==> config.mk <==
export PLATFORM = sky130hd
export DESIGN_NAME = nct_ctrl
export DESIGN_NICKNAME = d
export VERILOG_FILES = /design/src/nct_pkg.sv /design/src/nct_ctrl.sv
export SDC_FILE = /design/constraint.sdc
export NUM_CORES = 1
export LEC_CHECK = 0
export ABC_AREA = 1
export BUFFER_PORTS_ARGS = -buffer_cell sky130_fd_sc_hd__buf_2
export CAP_MARGIN = 20
export CORE_UTILIZATION = 52
export CTS_CLUSTER_DIAMETER = 40
export DETAILED_ROUTE_END_ITERATION = 10
export PLACE_DENSITY = 0.73
export SYNTH_ARGS = -nofsm -noshare
export SYNTH_HDL_FRONTEND = slang
export SYNTH_SLANG_ARGS = --single-unit
export TNS_END_PERCENT = 1
==> constraint.sdc <==
create_clock -name aclk -period 3.2 [get_ports aclk]
set_input_delay 0.48 -clock aclk [delete_from_list [all_inputs] [get_ports aclk]]
set_output_delay 0.48 -clock aclk [all_outputs]
set_load 0.05 [all_outputs]
==> src/nct_pkg.sv <==
`default_nettype none
package nct_pkg;

    localparam int COORD_BITS = 12;
    localparam int DEF_TRACK_SLOTS = 64;
    localparam int DEF_ID_BITS = 16;
    localparam int CFG_DATA_BITS = 16;
    localparam int CFG_INDEX_BITS = 2;
    localparam int MISS_BITS = 8;

    localparam logic [15:0] RST_FIRST_ID = 16'd0;
    localparam logic [11:0] RST_MAX_DIST = 12'd50;
    localparam logic [7:0] RST_MAX_UNDETECTED = 8'd10;

    typedef enum logic [CFG_INDEX_BITS-1:0] {
        CFG_FIRST_ID = 2'd0,
        CFG_MAX_DIST = 2'd1,
        CFG_MAX_UNDETECTED = 2'd2
    } cfg_index_t;

    typedef enum logic [1:0] {
        SRC_NEW_ID = 2'd0,
        SRC_PRIOR = 2'd1,
        SRC_LOST = 2'd2,
        SRC_FRAME_END = 2'd3
    } match_src_t;

    typedef struct packed {
        logic cmd;
        logic [COORD_BITS-1:0] left;
        logic [COORD_BITS-1:0] top;
        logic [COORD_BITS-1:0] width;
        logic [COORD_BITS-1:0] height;
    } in_item_t;

    typedef struct packed {
        logic [15:0] object_id;
        logic [1:0] match_source;
        logic [6:0] remembered;
        logic overflow;
    } out_item_t;

    typedef struct packed {
        logic load;
        logic begin_scan;
        logic sel_lost;
        logic stream;
        logic age;
        logic claim;
        logic new_id;
        logic store;
        logic flip;
        logic emit;
    } nct_cmd_t;

    typedef struct packed {
        logic done;
        logic hit;
        logic frame_end;
        logic out_free;
    } nct_sts_t;

endpackage
`default_nettype wire

==> src/nct_ctrl.sv <==
`default_nettype none
module nct_ctrl import nct_pkg::*; (
    input wire logic aclk,
    input wire logic aresetn,
    input wire logic s_valid,
    output logic s_ready,
    input wire nct_sts_t sts,
    output nct_cmd_t cmd
);

    typedef enum logic [9:0] {
        ST_IDLE = 10'b0000000001,
        ST_SCAN_PRI = 10'b0000000010,
        ST_SCAN_LST = 10'b0000000100,
        ST_CLAIM = 10'b0000001000,
        ST_NEWID = 10'b0000010000,
        ST_STORE = 10'b0000100000,
        ST_AGE_PRI = 10'b0001000000,
        ST_AGE_LST = 10'b0010000000,
        ST_FLIP = 10'b0100000000,
        ST_RESULT = 10'b1000000000
    } state_t;

    state_t state_reg, state_next;
    logic accept;

    assign s_ready = (state_reg == ST_IDLE);
    assign accept = s_valid && s_ready;

    always_comb begin
        state_next = state_reg;
        cmd = '0;
        cmd.load = accept;
        case (state_reg)
            ST_IDLE: begin
                if (accept) begin
                    cmd.begin_scan = 1'b1;
                    state_next = sts.frame_end ? ST_AGE_PRI : ST_SCAN_PRI;
                end
            end
            ST_SCAN_PRI: begin
                cmd.stream = 1'b1;
                if (sts.done) begin
                    if (sts.hit) begin
                        state_next = ST_CLAIM;
                    end else begin
                        cmd.begin_scan = 1'b1;
                        cmd.sel_lost = 1'b1;
                        state_next = ST_SCAN_LST;
                    end
                end
            end
            ST_SCAN_LST: begin
                cmd.stream = 1'b1;
                cmd.sel_lost = 1'b1;
                if (sts.done) begin
                    state_next = sts.hit ? ST_CLAIM : ST_NEWID;
                end
            end
            ST_CLAIM: begin
                cmd.claim = 1'b1;
                state_next = ST_STORE;
            end
            ST_NEWID: begin
                cmd.new_id = 1'b1;
                state_next = ST_STORE;
            end
            ST_STORE: begin
                cmd.store = 1'b1;
                state_next = ST_RESULT;
            end
            ST_AGE_PRI: begin
                cmd.stream = 1'b1;
                cmd.age = 1'b1;
                if (sts.done) begin
                    cmd.begin_scan = 1'b1;
                    cmd.sel_lost = 1'b1;
                    state_next = ST_AGE_LST;
                end
            end
            ST_AGE_LST: begin
                cmd.stream = 1'b1;
                cmd.age = 1'b1;
                cmd.sel_lost = 1'b1;
                if (sts.done) begin
                    state_next = ST_FLIP;
                end
            end
            ST_FLIP: begin
                cmd.flip = 1'b1;
                state_next = ST_RESULT;
            end
            ST_RESULT: begin
                if (sts.out_free) begin
                    cmd.emit = 1'b1;
                    state_next = ST_IDLE;
                end
            end
            default: begin
                state_next = ST_IDLE;
            end
        endcase
    end

    always_ff @(posedge aclk) begin
        if (!aresetn) begin
            state_reg <= ST_IDLE;
        end else begin
            state_reg <= state_next;
        end
    end

endmodule
`default_nettype wire

* Yosys cells after proc, flatten, opt, wreduce, memory -nomap -nowiden
Index checks and enable logic that the tools add are counted.
** Cells by class
- Equal/unequal tests :: 16
- Mux-type cells :: 23
- Reduce and logical (&&, ||, !) cells :: 6
** Operator list (number)
- 10-bit case mux with 8 select lines :: 1
- 10-bit two-way mux :: 6
- 10-bit by 1-bit == test with 1-bit output, second input constant :: 1
- 10-bit == test, second input constant :: 1
- 10-bit by 2-bit == test with 1-bit output, second input constant :: 1
- 10-bit by 3-bit == test with 1-bit output, second input constant :: 1
- 10-bit by 4-bit == test with 1-bit output, second input constant :: 1
- 10-bit by 5-bit == test with 1-bit output, second input constant :: 1
- 10-bit by 6-bit == test with 1-bit output, second input constant :: 1
- 10-bit by 7-bit == test with 1-bit output, second input constant :: 1
- 10-bit by 8-bit == test with 1-bit output, second input constant :: 1
- 10-bit by 9-bit == test with 1-bit output, second input constant :: 1
- 2-bit != test, second input constant :: 5
- 1-bit two-way mux :: 8
- 2-bit OR reduction :: 4
- 7-bit two-way mux :: 1
- 2-bit two-way mux :: 3
- 2-bit case mux with 3 select lines :: 1
- 6-bit AND reduction :: 1
- 5-bit two-way mux :: 1
- 4-bit two-way mux :: 1
- 1-bit case mux with 3 select lines :: 1
- 2-bit by 1-bit != test with 1-bit output, second input constant :: 1
- 1-bit logical AND :: 1
** Word-level totals
- Register bits :: 10
- Output and inout port bits :: 11
- Logic and storage cells :: 46

* Depth between registers and ports, before layout
- Word-level depth :: 4
- Gate-level depth with buffers :: 12

* Worst setup path before layout
OpenSTA, ideal clock, no wires.
- Path kind :: register -> output
- Start :: reg state_reg[8]
- End :: out cmd[2] (netlist name)
- Data arrival time :: 2.121 ns
- Setup slack :: 0.599 ns
- Stages on the path, launching flop included :: 4
- Buffers on the path :: 0
- Cell sequence :: dfxtp_1 nor2_4 inv_2 nor4_1
** RTL lines
- from (decl) :: line nct_ctrl.sv:24 : state_t state_reg, state_next;
- from (signal assigned) :: line nct_ctrl.sv:109 : state_reg <= state_next;
- to (decl) :: line nct_ctrl.sv:8 : output nct_cmd_t cmd

==> flow_summary.ini <==
[run_status]
status = finished clean

[die]
die_h_um = 44.9
row_count = 15
core_area_mm2 = 0.00173
die_area_mm2 = 0.00201
start_util_pct = 55.4
die_x_um = 44.9
ios = 18

[sta]
finalClockSkew_ns = 0.00950
relSlewSlack_pct = 80.6
tightest_slew_ns = 0.291
fin_crit_sh_pct = 68.8
slew_violations = 0
finalSetupViolations = 0
setup_tns_ns = 0
hold_viol = 0
clock.fmax_mhz = 455
grt_setup_unrepaired = no
min_period_ns = 2.20

[hold_path]
hold_end = state_reg[0]
holdPathStages = 2
min_path_type = primary input to flip-flop
worstHoldStart = aresetn

[worst_setup_path]
regToRegSetupSlack_ns = 1.62
critPathLaunchType = flip-flop
cp.required_ns = 2.72
crit_family = simple AND/OR/NAND/NOR gates
rr_worst_depth = 10
slowest_delay_ns = 0.36
worstPathMaxFanout = 10
r2r_start = state_reg[0]
path_common_cell = o21ai_0
crit_type = flip-flop to output port
crit_chain = nor2_4 > nand2_2 > nor3_1 > o21ai_0 > o21ai_0 > buf_2
rr_endpoint = state_reg[2]
cp_slowest_cell = dfxtp_1
crit_path_end_kind = output port
cp.arrival_ns = 1.72
worst-path-buf-inv = 1

[synth]
synthTopCellsByArea = dfxtp_1, inv_1, nand2_1
yosysTopAreaCellShare_pct = 20.9
synth_edf_count = 0
synth_nets = 161
synth_common_cells = inv_1, nand2_1, nor2_1, nand3_1, dfxtp_1
ys_ff_latch = 10
avgSynthCellArea_um2 = 6.21
synth_cells = 154
syn_area_um2 = 956
synth_ff_type = dfxtp_1
synth.most_common_cell = inv_1
seq_area_frac_synth_pct = 20.9
yosys_warnings = 0
synthArstFlopShare_pct = 0
synth.distinct_cells = 23
synth_top_area_cell = dfxtp_1

[global_route]
grt_pass1_wl_um = 3450
antenna_found_initial = 0
grt_use_total_pct = 24.0
grt_pass1_vias = 770
grt_max_degree = 11
grt.overflow.total = 0

[layout]
largest_reg_flops = 10
drive_gt1_share_pct = 30.8
n_antenna_cell = 0
fin_nets = 181
syn_to_final_growth_pct = 13.4

[cts]
root_buffer = clkbuf_4
clk_pin_slew_ns = 0.06
htreeDepth = 1
ctsHoldBuffers = 0
cts_sinks = 10
cts_setup_buffers = 0
ctsResizeCount = 0
cts_buffer_depth = 2
cts_buffers = 3
clkLatencyLatePin_ns = 0.26
tritoncts = built

[routing]
wire_per_inst_um = 10.6
drt_wl_total_um = 2090
dr_total_vias = 950
drc_errors = 0
first_iter_violations = 54
viasPerCell = 4.82
drtPass1Iterations = 4
ant_nets = 0

[placement]
io_buffers = 17
hpwl_um = 1740
place_congestion = 0.880

[pwr]
power.leakage_nw = 0.633
power.density_mw_per_mm2 = 955
max-vdd-ir-drop_mv = 0.696
p_total_mw = 1.04

[flow_run]
timing.max_cap.violations = 0
-- worst max-delay path by stage --
stage                             from  depth (start not counted)  slack, ns     end
final                     state_reg[9]                          6        1.0  cmd[8]
after global placement    state_reg[0]                          8       1.30  cmd[8]
after global routing      state_reg[9]                          6       0.79  cmd[8]
after floorplan           state_reg[8]                          3       0.60  cmd[2]
after CTS                 state_reg[9]                          6       0.98  cmd[8]
after detailed placement  state_reg[9]                          6       1.28  cmd[8]
-- layout make-up --
type                    count  area (µm²)
inverters                  35         136
repair buffers             17        85.1
clock buffers               3        22.5
well taps                  25        31.3
multi-input cells         107         608
flip-flops and latches     10         200
fillers                   177         643
-- cell usage in the layout (no fill, tap or decap), drive strengths merged --
cell,n
nor4,1
nand4,4
inv,35
or2,1
nand2,36
buf,17
nand3,18
nor3,1
clkbuf,3
nand3b,3
nor3b,1
nor2,38
o211ai,1
a21oi,1
dfxtp,10
o21ai,2
-- metal layers --
metal | global-route usage, % | wire, µm
met5 | 0 | 0
met4 | 7.27 | 23
met3 | 2.40 | 112
met2 | 37.6 | 931
met1 | 34.7 | 1020
-- report_power, final --
part           internal [mW]  switching, mW
combinational          0.219          0.542
clock                 0.0432         0.0399
sequential             0.155         0.0365
-- metrics by stage --
step / hold slack [ns] / instances / setup WS, ns / util, % / cell area, µm²
after CTS: 0.513 / 197 / 0.983 / 62.8 / 1080
after global routing: 0.509 / 197 / 0.793 / 62.8 / 1080
final: 0.514 / 197 / 1.00 / 62.8 / 1080
after floorplan: 0.478 / 154 / 0.599 / - / 956
after global placement: 0.492 / 194 / 1.30 / 61.4 / 1060
after detailed placement: 0.518 / 194 / 1.28 / 61.4 / 1060
-- logic make-up after synthesis --
kind of cell	Yosys count	share of synthesized area, %
buf+inv	37	15.4
simple gates	103	58.6
flops	10	20.9
compound gates	4	4.97
Note: power is estimated with default switching activity, not from simulation.
